==> config.mk <==
export PLATFORM = sky130hd
export DESIGN_NAME = mime_boundary_line_splitter
export DESIGN_NICKNAME = d
export VERILOG_FILES = /design/src/mbls_pkg.sv /design/src/mbls_ram.sv /design/src/mbls_queue.sv /design/src/mbls_front.sv /design/src/mbls_back.sv /design/src/mime_boundary_line_splitter.sv
export SDC_FILE = /design/constraint.sdc
export NUM_CORES = 1
export LEC_CHECK = 0
export ABC_AREA = 1
export BUFFER_PORTS_ARGS = -buffer_cell sky130_fd_sc_hd__buf_2
export CAP_MARGIN = 5
export CORE_AREA = 2 2 399 302
export CTS_CLUSTER_SIZE = 14
export DETAILED_ROUTE_END_ITERATION = 7
export DIE_AREA = 0 0 401 304
export GPL_TIMING_DRIVEN = 0
export HOLD_SLACK_MARGIN = 0.05
export PLACE_DENSITY = 0.56
export SYNTH_ARGS = -nofsm -noshare
export SYNTH_HDL_FRONTEND = slang
export SYNTH_SLANG_ARGS = --single-unit
==> constraint.sdc <==
create_clock -name clock -period 10.9 [get_ports clock]
set_input_delay 2.725 -clock clock [delete_from_list [all_inputs] [get_ports clock]]
set_output_delay 2.725 -clock clock [all_outputs]
set_load 0.03 [all_outputs]
==> src/mbls_pkg.sv <==
`default_nettype none
package mbls_pkg;

   // Input commands.
   localparam logic [1:0] CMD_DATA = 2'd0;
   localparam logic [1:0] CMD_LOAD = 2'd1;
   localparam logic [1:0] CMD_EOS  = 2'd2;

   // Result kinds.
   localparam logic [2:0] KIND_DATA     = 3'd0;
   localparam logic [2:0] KIND_LINE_END = 3'd1;
   localparam logic [2:0] KIND_PART     = 3'd2;
   localparam logic [2:0] KIND_FINAL    = 3'd3;
   localparam logic [2:0] KIND_EOS      = 3'd4;

   // Configuration register indexes.
   localparam logic CSR_ENABLE = 1'b0;
   localparam logic CSR_LENGTH = 1'b1;

   // Characters.
   localparam logic [7:0] CH_DASH = 8'h2d;
   localparam logic [7:0] CH_CR   = 8'h0d;
   localparam logic [7:0] CH_LF   = 8'h0a;
   localparam logic [7:0] POS_MAX = 8'hff;

   localparam int QUEUE_DEPTH = 4;

   typedef enum logic [1:0] {
      OP_DATA,
      OP_LINE_END,
      OP_EOS,
      OP_LOAD
   } op_code_type;

   // One operation handed from the front end to the back end.
   typedef struct packed {
      op_code_type code;
      logic [7:0]  data;
      logic [6:0]  index;
      logic        last;
   } op_type;

endpackage
`default_nettype wire

==> src/mbls_ram.sv <==
`default_nettype none
module mbls_ram #(
   parameter int WIDTH = 8,
   parameter int DEPTH = 128
) (
   input  wire logic                     clock,
   input  wire logic                     wr_en,
   input  wire logic [$clog2(DEPTH)-1:0] wr_addr,
   input  wire logic [WIDTH-1:0]         wr_data,
   input  wire logic                     rd_en,
   input  wire logic [$clog2(DEPTH)-1:0] rd_addr,
   output logic      [WIDTH-1:0]         rd_data
);

   logic [WIDTH-1:0] mem_ff [DEPTH];
   logic [WIDTH-1:0] rd_data_ff;

   always_ff @(posedge clock) begin
      if (wr_en) begin
         mem_ff[wr_addr] <= wr_data;
      end
      if (rd_en) begin
         rd_data_ff <= mem_ff[rd_addr];
      end
   end

   assign rd_data = rd_data_ff;

endmodule
`default_nettype wire

==> src/mbls_queue.sv <==
`default_nettype none
module mbls_queue (
   input  wire logic            clock,
   input  wire logic            reset,
   input  wire logic            push,
   input  wire mbls_pkg::op_type push_op,
   output logic                 full,
   input  wire logic            pop,
   output logic                 head_valid,
   output mbls_pkg::op_type     head_op
);
   import mbls_pkg::*;

   localparam int PW = $clog2(QUEUE_DEPTH);
   localparam int CW = $clog2(QUEUE_DEPTH + 1);

   op_type         entry_ff [QUEUE_DEPTH];
   logic [PW-1:0]  wr_ptr_ff, wr_ptr_in;
   logic [PW-1:0]  rd_ptr_ff, rd_ptr_in;
   logic [CW-1:0]  count_ff, count_in;
   logic           do_push, do_pop;

   assign full       = (count_ff == CW'(QUEUE_DEPTH));
   assign head_valid = (count_ff != '0);
   assign head_op    = entry_ff[rd_ptr_ff];
   assign do_push    = push && !full;
   assign do_pop     = pop && head_valid;

   always_comb begin
      wr_ptr_in = wr_ptr_ff;
      rd_ptr_in = rd_ptr_ff;
      count_in  = count_ff;
      if (do_push) begin
         wr_ptr_in = (wr_ptr_ff == PW'(QUEUE_DEPTH - 1)) ? '0 : wr_ptr_ff + PW'(1);
      end
      if (do_pop) begin
         rd_ptr_in = (rd_ptr_ff == PW'(QUEUE_DEPTH - 1)) ? '0 : rd_ptr_ff + PW'(1);
      end
      if (do_push && !do_pop) begin
         count_in = count_ff + CW'(1);
      end else if (do_pop && !do_push) begin
         count_in = count_ff - CW'(1);
      end
   end

   always_ff @(posedge clock) begin
      if (reset) begin
         wr_ptr_ff <= '0;
         rd_ptr_ff <= '0;
         count_ff  <= '0;
      end else begin
         wr_ptr_ff <= wr_ptr_in;
         rd_ptr_ff <= rd_ptr_in;
         count_ff  <= count_in;
      end
      if (do_push) begin
         entry_ff[wr_ptr_ff] <= push_op;
      end
   end

endmodule
`default_nettype wire

==> src/mbls_front.sv <==
`default_nettype none
module mbls_front #(
   parameter int MAX_BOUNDARY = 128
) (
   input  wire logic       clock,
   input  wire logic       reset,
   input  wire logic       req_valid,
   output logic            req_ready,
   input  wire logic [1:0] req_cmd,
   input  wire logic [7:0] req_data_byte,
   input  wire logic [6:0] req_load_index,
   output logic            push,
   output mbls_pkg::op_type push_op,
   input  wire logic       full
);
   import mbls_pkg::*;

   localparam logic [7:0] MAX_B = 8'(MAX_BOUNDARY);

   logic       pending_cr_ff, pending_cr_in;
   logic       hold_valid_ff, hold_valid_in;
   logic [7:0] hold_byte_ff, hold_byte_in;
   logic       accept;

   // While the second beat of a CR pair waits, no new item is taken.
   assign req_ready = !full && !hold_valid_ff;
   assign accept    = req_valid && req_ready;

   always_comb begin
      pending_cr_in = pending_cr_ff;
      hold_valid_in = hold_valid_ff;
      hold_byte_in  = hold_byte_ff;
      push          = 1'b0;
      push_op.code  = OP_DATA;
      push_op.data  = req_data_byte;
      push_op.index = req_load_index;
      push_op.last  = 1'b1;
      if (hold_valid_ff) begin
         push         = 1'b1;
         push_op.data = hold_byte_ff;
         if (!full) begin
            hold_valid_in = 1'b0;
         end
      end else if (accept) begin
         unique case (req_cmd)
            CMD_DATA: begin
               if (pending_cr_ff) begin
                  pending_cr_in = 1'b0;
                  push          = 1'b1;
                  if (req_data_byte == CH_LF) begin
                     push_op.code = OP_LINE_END;
                  end else begin
                     // The held CR turns into data; an ordinary byte follows it, while a second CR is held in turn.
                     push_op.data = CH_CR;
                     if (req_data_byte == CH_CR) begin
                        pending_cr_in = 1'b1;
                     end else begin
                        push_op.last  = 1'b0;
                        hold_valid_in = 1'b1;
                        hold_byte_in  = req_data_byte;
                     end
                  end
               end else if (req_data_byte == CH_CR) begin
                  pending_cr_in = 1'b1;
               end else begin
                  push = 1'b1;
                  if (req_data_byte == CH_LF) begin
                     push_op.code = OP_LINE_END;
                  end
               end
            end
            CMD_LOAD: begin
               push_op.code = OP_LOAD;
               push         = ({1'b0, req_load_index} < MAX_B);
            end
            CMD_EOS: begin
               pending_cr_in = 1'b0;
               push          = 1'b1;
               push_op.code  = OP_EOS;
            end
            default: begin
            end
         endcase
      end
   end

   always_ff @(posedge clock) begin
      if (reset) begin
         pending_cr_ff <= 1'b0;
         hold_valid_ff <= 1'b0;
      end else begin
         pending_cr_ff <= pending_cr_in;
         hold_valid_ff <= hold_valid_in;
      end
      hold_byte_ff <= hold_byte_in;
   end

endmodule
`default_nettype wire

==> src/mbls_back.sv <==
`default_nettype none
module mbls_back #(
   parameter int MAX_BOUNDARY = 128
) (
   input  wire logic             clock,
   input  wire logic             reset,
   input  wire logic             head_valid,
   input  wire mbls_pkg::op_type head_op,
   output logic                  pop,
   input  wire logic             boundary_enable,
   input  wire logic [7:0]       boundary_text_length,
   output logic                  rsp_valid,
   input  wire logic             rsp_ready,
   output logic      [2:0]       rsp_kind,
   output logic      [7:0]       rsp_out_byte,
   output logic      [31:0]      rsp_line_number,
   output logic                  rsp_line_had_data,
   output logic                  rsp_last_part_seen,
   output logic                  rsp_last
);
   import mbls_pkg::*;

   localparam int AW = $clog2(MAX_BOUNDARY);
   localparam logic [7:0] MAX_B = 8'(MAX_BOUNDARY);

   typedef struct packed {
      op_code_type code;
      logic [7:0]  data;
      logic        last;
      logic        sel_dash;
      logic        sel_text;
      logic        is_part;
      logic        is_final;
      logic        had;
   } compare_type;

   // Address stage.
   logic [7:0]  pos_ff, pos_in;
   logic [8:0]  pos9, len9;
   logic [7:0]  text_idx;
   logic        in_lead, in_text, in_tail, text_ok;
   logic        rd_en, wr_en;
   logic [7:0]  rd_data;

   // Compare stage.
   compare_type cmp_ff, cmp_in;
   logic        cmp_valid_ff, cmp_valid_in;
   logic        cmp_adv, fit;

   // Line state and result register.
   logic        matches_ff, matches_in;
   logic [31:0] line_number_ff, line_number_in;
   logic        final_ff, final_in;
   logic        rsp_valid_ff, rsp_valid_in;
   logic [2:0]  kind_ff, kind_in;
   logic [7:0]  out_byte_ff, out_byte_in;
   logic [31:0] out_line_ff, out_line_in;
   logic        had_ff, had_in;
   logic        seen_ff, seen_in;
   logic        last_ff, last_in;

   assign cmp_adv = cmp_valid_ff && (!rsp_valid_ff || rsp_ready);
   assign pop     = head_valid && (!cmp_valid_ff || cmp_adv);

   assign pos9     = {1'b0, pos_ff};
   assign len9     = {1'b0, boundary_text_length};
   assign text_idx = pos_ff - 8'd2;
   assign in_lead  = (pos_ff < 8'd2);
   assign in_text  = !in_lead && (pos9 < len9 + 9'd2);
   assign in_tail  = !in_lead && !in_text && (pos9 < len9 + 9'd4);
   assign text_ok  = (text_idx < MAX_B);
   assign rd_en    = pop && (head_op.code == OP_DATA) && in_text && text_ok;
   assign wr_en    = pop && (head_op.code == OP_LOAD);

   mbls_ram #(
      .WIDTH(8),
      .DEPTH(MAX_BOUNDARY)
   ) u_text_ram (
      .clock  (clock),
      .wr_en  (wr_en),
      .wr_addr(AW'(head_op.index)),
      .wr_data(head_op.data),
      .rd_en  (rd_en),
      .rd_addr(AW'(text_idx)),
      .rd_data(rd_data)
   );

   always_comb begin
      pos_in          = pos_ff;
      cmp_in.code     = head_op.code;
      cmp_in.data     = head_op.data;
      cmp_in.last     = head_op.last;
      cmp_in.sel_dash = in_lead || in_tail;
      cmp_in.sel_text = in_text && text_ok;
      cmp_in.is_part  = (pos9 == len9 + 9'd2);
      cmp_in.is_final = (pos9 == len9 + 9'd4);
      cmp_in.had      = (pos_ff != 8'd0);
      cmp_valid_in    = cmp_valid_ff;
      if (pop) begin
         cmp_valid_in = (head_op.code != OP_LOAD);
         case (head_op.code)
            OP_DATA:     pos_in = (pos_ff == POS_MAX) ? POS_MAX : pos_ff + 8'd1;
            OP_LINE_END: pos_in = 8'd0;
            OP_EOS:      pos_in = 8'd0;
            default:     pos_in = pos_ff;
         endcase
      end else if (cmp_adv) begin
         cmp_valid_in = 1'b0;
      end
   end

   always_comb begin
      if (cmp_ff.sel_dash) begin
         fit = (cmp_ff.data == CH_DASH);
      end else if (cmp_ff.sel_text) begin
         fit = (rd_data == cmp_ff.data);
      end else begin
         fit = 1'b0;
      end
   end

   always_comb begin
      matches_in     = matches_ff;
      line_number_in = line_number_ff;
      final_in       = final_ff;
      kind_in        = kind_ff;
      out_byte_in    = out_byte_ff;
      out_line_in    = out_line_ff;
      had_in         = had_ff;
      seen_in        = seen_ff;
      last_in        = last_ff;
      rsp_valid_in   = rsp_ready ? 1'b0 : rsp_valid_ff;
      if (cmp_adv) begin
         rsp_valid_in = 1'b1;
         last_in      = cmp_ff.last;
         had_in       = 1'b0;
         case (cmp_ff.code)
            OP_DATA: begin
               matches_in  = matches_ff && fit;
               kind_in     = KIND_DATA;
               out_byte_in = cmp_ff.data;
            end
            OP_LINE_END: begin
               line_number_in = line_number_ff + 32'd1;
               matches_in     = 1'b1;
               kind_in        = KIND_LINE_END;
               out_byte_in    = CH_LF;
               if (boundary_enable && matches_ff) begin
                  if (cmp_ff.is_part) begin
                     kind_in = KIND_PART;
                  end else if (cmp_ff.is_final) begin
                     kind_in  = KIND_FINAL;
                     final_in = 1'b1;
                  end
               end
            end
            default: begin
               matches_in  = 1'b1;
               kind_in     = KIND_EOS;
               out_byte_in = 8'd0;
               had_in      = cmp_ff.had;
            end
         endcase
         out_line_in = line_number_in;
         seen_in     = final_in;
      end
   end

   always_ff @(posedge clock) begin
      if (reset) begin
         pos_ff         <= 8'd0;
         cmp_valid_ff   <= 1'b0;
         matches_ff     <= 1'b1;
         line_number_ff <= 32'd1;
         final_ff       <= 1'b0;
         rsp_valid_ff   <= 1'b0;
      end else begin
         pos_ff         <= pos_in;
         cmp_valid_ff   <= cmp_valid_in;
         matches_ff     <= matches_in;
         line_number_ff <= line_number_in;
         final_ff       <= final_in;
         rsp_valid_ff   <= rsp_valid_in;
      end
      cmp_ff      <= pop ? cmp_in : cmp_ff;
      kind_ff     <= kind_in;
      out_byte_ff <= out_byte_in;
      out_line_ff <= out_line_in;
      had_ff      <= had_in;
      seen_ff     <= seen_in;
      last_ff     <= last_in;
   end

   assign rsp_valid          = rsp_valid_ff;
   assign rsp_kind           = kind_ff;
   assign rsp_out_byte       = out_byte_ff;
   assign rsp_line_number    = out_line_ff;
   assign rsp_line_had_data  = had_ff;
   assign rsp_last_part_seen = seen_ff;
   assign rsp_last           = last_ff;

endmodule
`default_nettype wire

==> src/mime_boundary_line_splitter.sv <==
`default_nettype none
// MIME multipart boundary line splitter. Body bytes come in on the req_ channel and
// leave on the rsp_ channel as data beats and line-end beats; every line is matched
// on the fly against "--" plus the boundary text loaded through cmd 1, and its line-end
// beat says whether it was an ordinary line, a part boundary, or the final boundary
// (which also raises the sticky last-part flag). A CR directly before an LF is
// swallowed, a CR before any other byte comes out as data, and end of stream drops a
// held CR and reports whether the open line had bytes. The block takes one item per
// clock while the queue is not full; the one exception is a held CR followed by an
// ordinary byte, which makes two beats and holds off the next item until the second
// is pushed, since the front end feeds one operation per clock into the queue. A taken
// item passes through the operation queue, then the compare stage, which holds the
// boundary text memory's registered read, and then the output register. The queue
// and the output register let input and output stall independently.
// Configuration writes are taken on every clock and must only happen while the block
// is idle.
module mime_boundary_line_splitter #(
   parameter int MAX_BOUNDARY = 128
) (
   input  wire logic        clock,
   input  wire logic        reset,
   input  wire logic        req_valid,
   output logic             req_ready,
   input  wire logic [1:0]  req_cmd,
   input  wire logic [7:0]  req_data_byte,
   input  wire logic [6:0]  req_load_index,
   output logic             rsp_valid,
   input  wire logic        rsp_ready,
   output logic      [2:0]  rsp_kind,
   output logic      [7:0]  rsp_out_byte,
   output logic      [31:0] rsp_line_number,
   output logic             rsp_line_had_data,
   output logic             rsp_last_part_seen,
   output logic             rsp_last,
   input  wire logic        csr_valid,
   output logic             csr_ready,
   input  wire logic        csr_index,
   input  wire logic [7:0]  csr_data
);
   import mbls_pkg::*;

   // Configuration registers.
   logic       enable_ff, enable_in;
   logic [7:0] length_ff, length_in;

   // Front end to queue, queue to back end.
   logic   push, full, pop, head_valid;
   op_type push_op, head_op;

   // The register file has no wait states.
   assign csr_ready = 1'b1;

   always_comb begin
      enable_in = enable_ff;
      length_in = length_ff;
      if (csr_valid) begin
         unique case (csr_index)
            CSR_ENABLE: enable_in = csr_data[0];
            CSR_LENGTH: length_in = csr_data;
            default: begin
            end
         endcase
      end
   end

   always_ff @(posedge clock) begin
      if (reset) begin
         enable_ff <= 1'b0;
         length_ff <= 8'd0;
      end else begin
         enable_ff <= enable_in;
         length_ff <= length_in;
      end
   end

   // The front end resolves CR handling and decodes commands into operations.
   mbls_front #(
      .MAX_BOUNDARY(MAX_BOUNDARY)
   ) u_front (
      .clock         (clock),
      .reset         (reset),
      .req_valid     (req_valid),
      .req_ready     (req_ready),
      .req_cmd       (req_cmd),
      .req_data_byte (req_data_byte),
      .req_load_index(req_load_index),
      .push          (push),
      .push_op       (push_op),
      .full          (full)
   );

   // A short queue decouples the decoder from the matcher.
   mbls_queue u_queue (
      .clock     (clock),
      .reset     (reset),
      .push      (push),
      .push_op   (push_op),
      .full      (full),
      .pop       (pop),
      .head_valid(head_valid),
      .head_op   (head_op)
   );

   // The back end tracks line position, matches against the stored text and
   // produces the result beats.
   mbls_back #(
      .MAX_BOUNDARY(MAX_BOUNDARY)
   ) u_back (
      .clock               (clock),
      .reset               (reset),
      .head_valid          (head_valid),
      .head_op             (head_op),
      .pop                 (pop),
      .boundary_enable     (enable_ff),
      .boundary_text_length(length_ff),
      .rsp_valid           (rsp_valid),
      .rsp_ready           (rsp_ready),
      .rsp_kind            (rsp_kind),
      .rsp_out_byte        (rsp_out_byte),
      .rsp_line_number     (rsp_line_number),
      .rsp_line_had_data   (rsp_line_had_data),
      .rsp_last_part_seen  (rsp_last_part_seen),
      .rsp_last            (rsp_last)
   );

endmodule
`default_nettype wire

Yosys cells after proc, flatten, opt, wreduce, memory -nomap -nowiden
Memories as Yosys holds them, arrays and structs flattened. A register that Yosys moved wholly into a read port is not among the register bits. Cells that the tools add are included.

Output and inout port bits: 49. RAM bits: 1096. Logic and storage cells: 170. Bits in registers: 132. Memories: 2. Bits of input ports: 31.

Bitwise logic cells: 4. $lt $le $gt $ge: 4. Mux-type cells: 59. Add/sub/neg operators: 9. Equal/unequal tests: 17. Reduce and logical (&&, ||, !) cells: 47.

Memory list: u_back.u_text_ram.mem_ff (depth 128, width 8, rd ports 1, clocked after Yosys merged registers in 1, wr ports 1, RTL line mbls_ram.sv:15) `logic [WIDTH-1:0] mem_ff [DEPTH];`; u_queue.entry_ff (depth 4, width 18, rd ports 1, clocked after Yosys merged registers in 1, wr ports 1, RTL line mbls_queue.sv:17) `op_type entry_ff [QUEUE_DEPTH];`.

Operators by type and width (count): 2-to-1 mux 8 bit (5); 2-to-1 mux 1 bit (35); adder 32 x 1 -> 32 bit, second input constant (1); 2-to-1 mux 32 bit (1); one-hot mux 8 bit (2 select lines) (2); == test 8 x 9 -> 1 bit (2); logical AND 1 bit (18); less-than comparator 8 x 9 -> 1 bit (2); == test 8 x 4 -> 1 bit, second input constant (2); 2-to-1 mux 2 bit (7); 2-to-1 mux 3 bit (4); == test 2 bit, second input constant (5); 2-to-1 mux 10 bit (1); nonzero test 2 bit (5); adder 8 x 2 -> 9 bit, second input constant (1); adder 8 x 3 -> 9 bit, second input constant (1); adder 8 x 1 -> 8 bit, second input constant (1); == test 8 x 6 -> 1 bit, second input constant (1); == test 8 bit (1); == test 8 bit, second input constant (1); logical NOT 1 bit (8); less-than comparator 8 x 2 -> 1 bit, second input constant (1); less-than comparator 8 bit, second input constant (1); nonzero test 8 bit (1); other kinds (18) (33).

Logic depth before layout (Yosys ltp)
Depth in word-level cells: 11. Gate-level depth with buffers: 17. Depth with buffers taken out: 17.

Hierarchy
From an unflattened synthesis, not the netlist that was laid out.

Cells, all modules: 4674. Area, all modules: 52177.5 µm².

By module, submodules not included: mbls_ram (times used 1, cells each 3575, seq. area each 30989.7 µm², area each 42184.2 µm²); mbls_back (times used 1, cells each 716, seq. area each 2742.6 µm², area each 5705.5 µm²); mbls_queue (times used 1, cells each 244, seq. area each 2342.2 µm², area each 3216.8 µm²); mbls_front (times used 1, cells each 93, seq. area each 280.3 µm², area each 711.9 µm²); mime_boundary_line_splitter (times used 1, cells each 46, seq. area each 180.2 µm², area each 359.1 µm²).

Worst setup path after synthesis
Ideal clock, no wire load.

Kind: register -> register. Start point: register (tool-made name). End point: register u_back.cmp_ff[13] (netlist name) (data pin). Clock period less this slack: 5418 ps. Required time: 9997 ps. Library setup time: 903 ps. Cell stages (with the launch flop): 7. Path buffers: 3. Setup slack: 5482 ps. Arrival: 4515 ps. Cells stage by stage: dfxtp_1 -> buf_4 -> clkinv_4 -> buf_6 -> clkbuf_1 -> o21ai_0 -> o22ai_1.

RTL lines: to (signal assigned) (RTL line mbls_back.sv:185) `cmp_ff <= pop ? cmp_in : cmp_ff;`; to (decl) (RTL line mbls_back.sv:46) `compare_type cmp_ff, cmp_in;`.

Final worst setup path
Start point: input port rsp_ready. End point: memory u_back.u_text_ram.mem_ff[62][4] (enable).

Word-level cells in the longest chain between the ends: 7.

Ends and longest elaborated chain: from (decl) (RTL line mime_boundary_line_splitter.sv:28) `input wire logic rsp_ready,`; logical OR 1 bit (RTL line mbls_back.sv:62) `assign cmp_adv = cmp_valid_ff && (!rsp_valid_ff || rsp_ready);`; logical AND 1 bit (RTL line mbls_back.sv:62); logical OR 1 bit (RTL line mbls_back.sv:63) `assign pop = head_valid && (!cmp_valid_ff || cmp_adv);`; logical AND 1 bit (RTL line mbls_back.sv:63); logical AND 1 bit (RTL line mbls_back.sv:73) `assign wr_en = pop && (head_op.code == OP_LOAD);`; 2-to-1 mux 1 bit (RTL line mbls_ram.sv:19) `if (wr_en) begin`; 2-to-1 mux 1 bit (not written as such) (RTL line mbls_ram.sv:20) `mem_ff[wr_addr] <= wr_data;`; to (decl) (RTL line mbls_ram.sv:15).

Every way passes these cells.

==> impl_results.md <==
* H-tree depth at 3
* Ys Warns at 0
* DIE WIDTH at 401 um
* Via count at 35,880
* Post-synthesis compound-gate area fraction at 2.154%
* Std cell rows at 110
* Die H at 304 um
* Post-layout net count at 4,886
* Synth Area in Adders at 0.8626%
* Leak at 0.02125 uW
* Startpoint Class: input port
* Net Count, Synth at 4,646
* FFs w/ async S/R, synth at 0%
* RSZ-0062 raised after global routing: false
* Post-DRT Antenna Nets at 0
* Clock tree from TritonCTS: yes
* Max Root-Sink Buffers at 3
* Clock insertion delay at the later pin of the skew report at 0.74 ns
* Clk slew on worst S/H paths at 0.06 ns
* Final worst path period share at 50.70%
* Endpoints failing hold at 0
* Cells after Synth at 4,580
* Dpl hpwl at 111,300 um
* Boundary Pins at 80
* Fin. max-slew vios at 0
* Maximum vdd drop at 0.1416 mV
* Largest family of logic cells by synthesized area: simple AND/OR/NAND/NOR gates
* GRT Util Overall at 25.71%
* Crit Path Max Fanout at 10
* Final setup margin at 5.374 ns
* Pwr/cell area at 255.9 nW/um^2
* Remaining global-route overflow at 0
* Library cells used by synthesis at 48
* Share of post-route cells with drive strength above 1 at 10.45%
* Placed cell area at 55,110 sq um
* Place WS at 4.664 ns
* Reg-to-reg slack, setup at 5.70 ns
* Post-synthesis sequential element count at 1,238
* Input/output buffers at 77
* Pre-Repair DR Iteration Count at 6
* CP endpoint kind: flop
* Required @ worst endpoint at 11.24 ns
* DRC Markers at 0
* Post-synthesis simple-gate area fraction at 22.12%
* Pin count of the biggest net entering global routing at 32
* First-pass GRT wire length at 228,300 um
* Drt wl/cell at 24.46 um
* Initial Utilization at 43.53%
* Die Area at 121,900 sq um
* Root buffer cell: clkbuf_16
* Inserted Clock Buffers at 117
* Rel. slew slack at 6.207%
* Crit Path Category: in -> reg
* Via/cell ratio at 5.530
* Max Cap Viol at 0
* Slew @ Worst Pin at 1.407 ns
* Mapped Area at 51,640 sq um
* Prevailing post-synth register cell: edfxtp_1
* Post-synthesis xor/xnor area fraction at 0.5888%
* Core Box Area at 118,600 sq um
* Vias in the first global route at 32,840
* Cell area after layout at 58,900 sq um
* CTS Hold Bufs at 0
* Register area share after synthesis at 70.75%
* Fmax achieved at 0.1810 GHz
* DRT iter0 DRCs at 4,777
* Hold Path Class: reg -> reg
* Final Core Density at 49.65%
* RePlAce Congestion at 0.9452
* Post-CTS resize count at 0
* Period minus WS final at 5.526 ns
* Final WL at 158,700 um
* Clock sinks at 1,238
* CP arrival at 5.87 ns
* Setup Skew at 0.02873 ns
* Mapped Avg Cell Area at 11.27 sq um
* Postcts setup bufs at 0
* Initial antenna violation count at 5
* Fill count at 10,610
* Post-synthesis mux area share at 0%
* Status: completed
* Setup violators final at 0
* EDFF count, synth at 1,174
* Area growth syn-to-layout at 14.06%
registers in the layout (all words and copies together) (netlist names), 3 cells and up, named ones only:
signal and cells:
u_back.u_text_ram.mem_ff 1024, u_front.hold_byte_ff 8, u_back.pos_ff 8, u_back.line_number_ff 32
u_back.rsp_line_number 32, u_back.u_text_ram.rd_data 8, u_queue.count_ff 3, u_back.rsp_out_byte 8
length_ff 8, u_back.rsp_kind 3, u_back.cmp_ff 16, u_queue.entry_ff 72
path summary, 6_finish.rpt:
| kind | from | cells past startpoint | endpoint |
|---|---|---|---|
| max | rsp_ready | 8 | u_back.u_text_ram.mem_ff[62][4] |
| min | u_back.matches_ff | 2 | u_back.matches_ff |
| max reg2reg | flop | 12 | u_back.u_text_ram.mem_ff[62][4] |
| min reg2reg | u_back.matches_ff | 2 | u_back.matches_ff |
cell families (layout without fill, tap and decap cells):
group                      Yosys count  after routing
and+or+nand+nor                   2659           2659
DFF                               1238           1238
buffers and inverters              418            756
AOI/OAI and AO/OA                  196            196
adders and majority gates           35             35
xor gates and xnor gates            33             33
other                                1              4
per-layer routing:
metal  GRT usage, %  share of wire (%)  vias to the layer above
met3          6.927                 11                      221
li1               -                  -                    16500
met2          35.80                 42                     1613
met5              0             0.0057                        -
met4          6.327                2.4                        2
met1          39.65                 45                    17550
final cells by class:
| cell class | count | area, sq um | share of cell area (%) |
|---|---|---|---|
| diodes | 3 | 7.507 | 0.01275 |
| plain buffers | 259 | 1210 | 2.054 |
| clock buffers | 173 | 3283 | 5.574 |
| clock inverters | 44 | 501.7 | 0.8518 |
| inverters | 159 | 604.3 | 1.026 |
| multi-input cells | 2924 | 13410 | 22.77 |
| flip-flops and latches | 1238 | 36540 | 62.03 |
| well taps | 1568 | 1962 | 3.331 |
| repair buffers | 121 | 1386 | 2.354 |
synthesized netlist by cell type, types with 4 or more instances:
cell / number / share of area [%]
nand2_2: 15 / 0.18
buf_1: 11 / 0.080
nand3_1: 965 / 9.4
dfxtp_1: 64 / 2.5
inv_2: 15 / 0.11
a32oi_1: 4 / 0.068
o21ai_0: 79 / 0.77
nor2_1: 241 / 1.8
o22ai_1: 11 / 0.13
buf_4: 7 / 0.10
nand4_1: 14 / 0.17
xor2_1: 24 / 0.41
buf_2: 156 / 1.5
o21ai_1: 6 / 0.058
inv_1: 142 / 1.0
ha_1: 34 / 0.82
nor3_1: 21 / 0.20
nor2_2: 6 / 0.073
nor2_4: 7 / 0.15
a32oi_2: 5 / 0.16
xnor2_1: 7 / 0.12
nand2_1: 1379 / 10
clkbuf_1: 83 / 0.60
edfxtp_1: 1174 / 68
a21oi_1: 74 / 0.72
placed cells by master, fill, tap and decap left out, types with 11 or more instances in the layout:
master     netlist  final
buf_2          156    234
inv_1          142    142
nand2_2         15     15
nand4_1         14     14
nor2_1         241    237
clkbuf_16        0    121
clkinv_2         0     13
ha_1            34     34
xor2_1          24     24
a21oi_1         74     74
buf_12           0     23
nand2_1       1379   1379
nor3_1          21     21
clkinv_1         0     15
o21ai_0         79     79
nand3_1        965    965
inv_2           15     15
buf_16           0     18
dfxtp_1         64     64
clkbuf_1        83    129
edfxtp_1      1174   1174
bufinv_16        0     11
per-stage QoR:
step	cells	power, uW	setup TNS, ns	hold slack (ns)
2_1_floorplan	4580	8806	0	0.4003
3_3_place_gp	6225	10910	-1531.18	0.4510
3_5_place_dp	6269	10980	0	0.4532
4_1_cts	6486	15050	0	0.4628
5_1_grt	6486	15610	0	0.4891
6_report	6489	15070	0	0.4577
critical path: stages:
cell     delay [ns]
buf_2          0.08
inv_1          0.04
nand3_1        0.14
nand2_1        0.19
nor2_2         0.56
nand2_1        0.50
buf_1          0.68
nor2_1         0.92
where the power goes:
part	internal [uW]	switching (uW)	leakage [uW]	total (uW)
clock network	2330	1780	0.00184	4110
registers	6230	111	0.0111	6340
logic	1180	3440	0.00828	4620
total	9750	5320	0.0212	15100
Power figures use the tool's default switching activity.
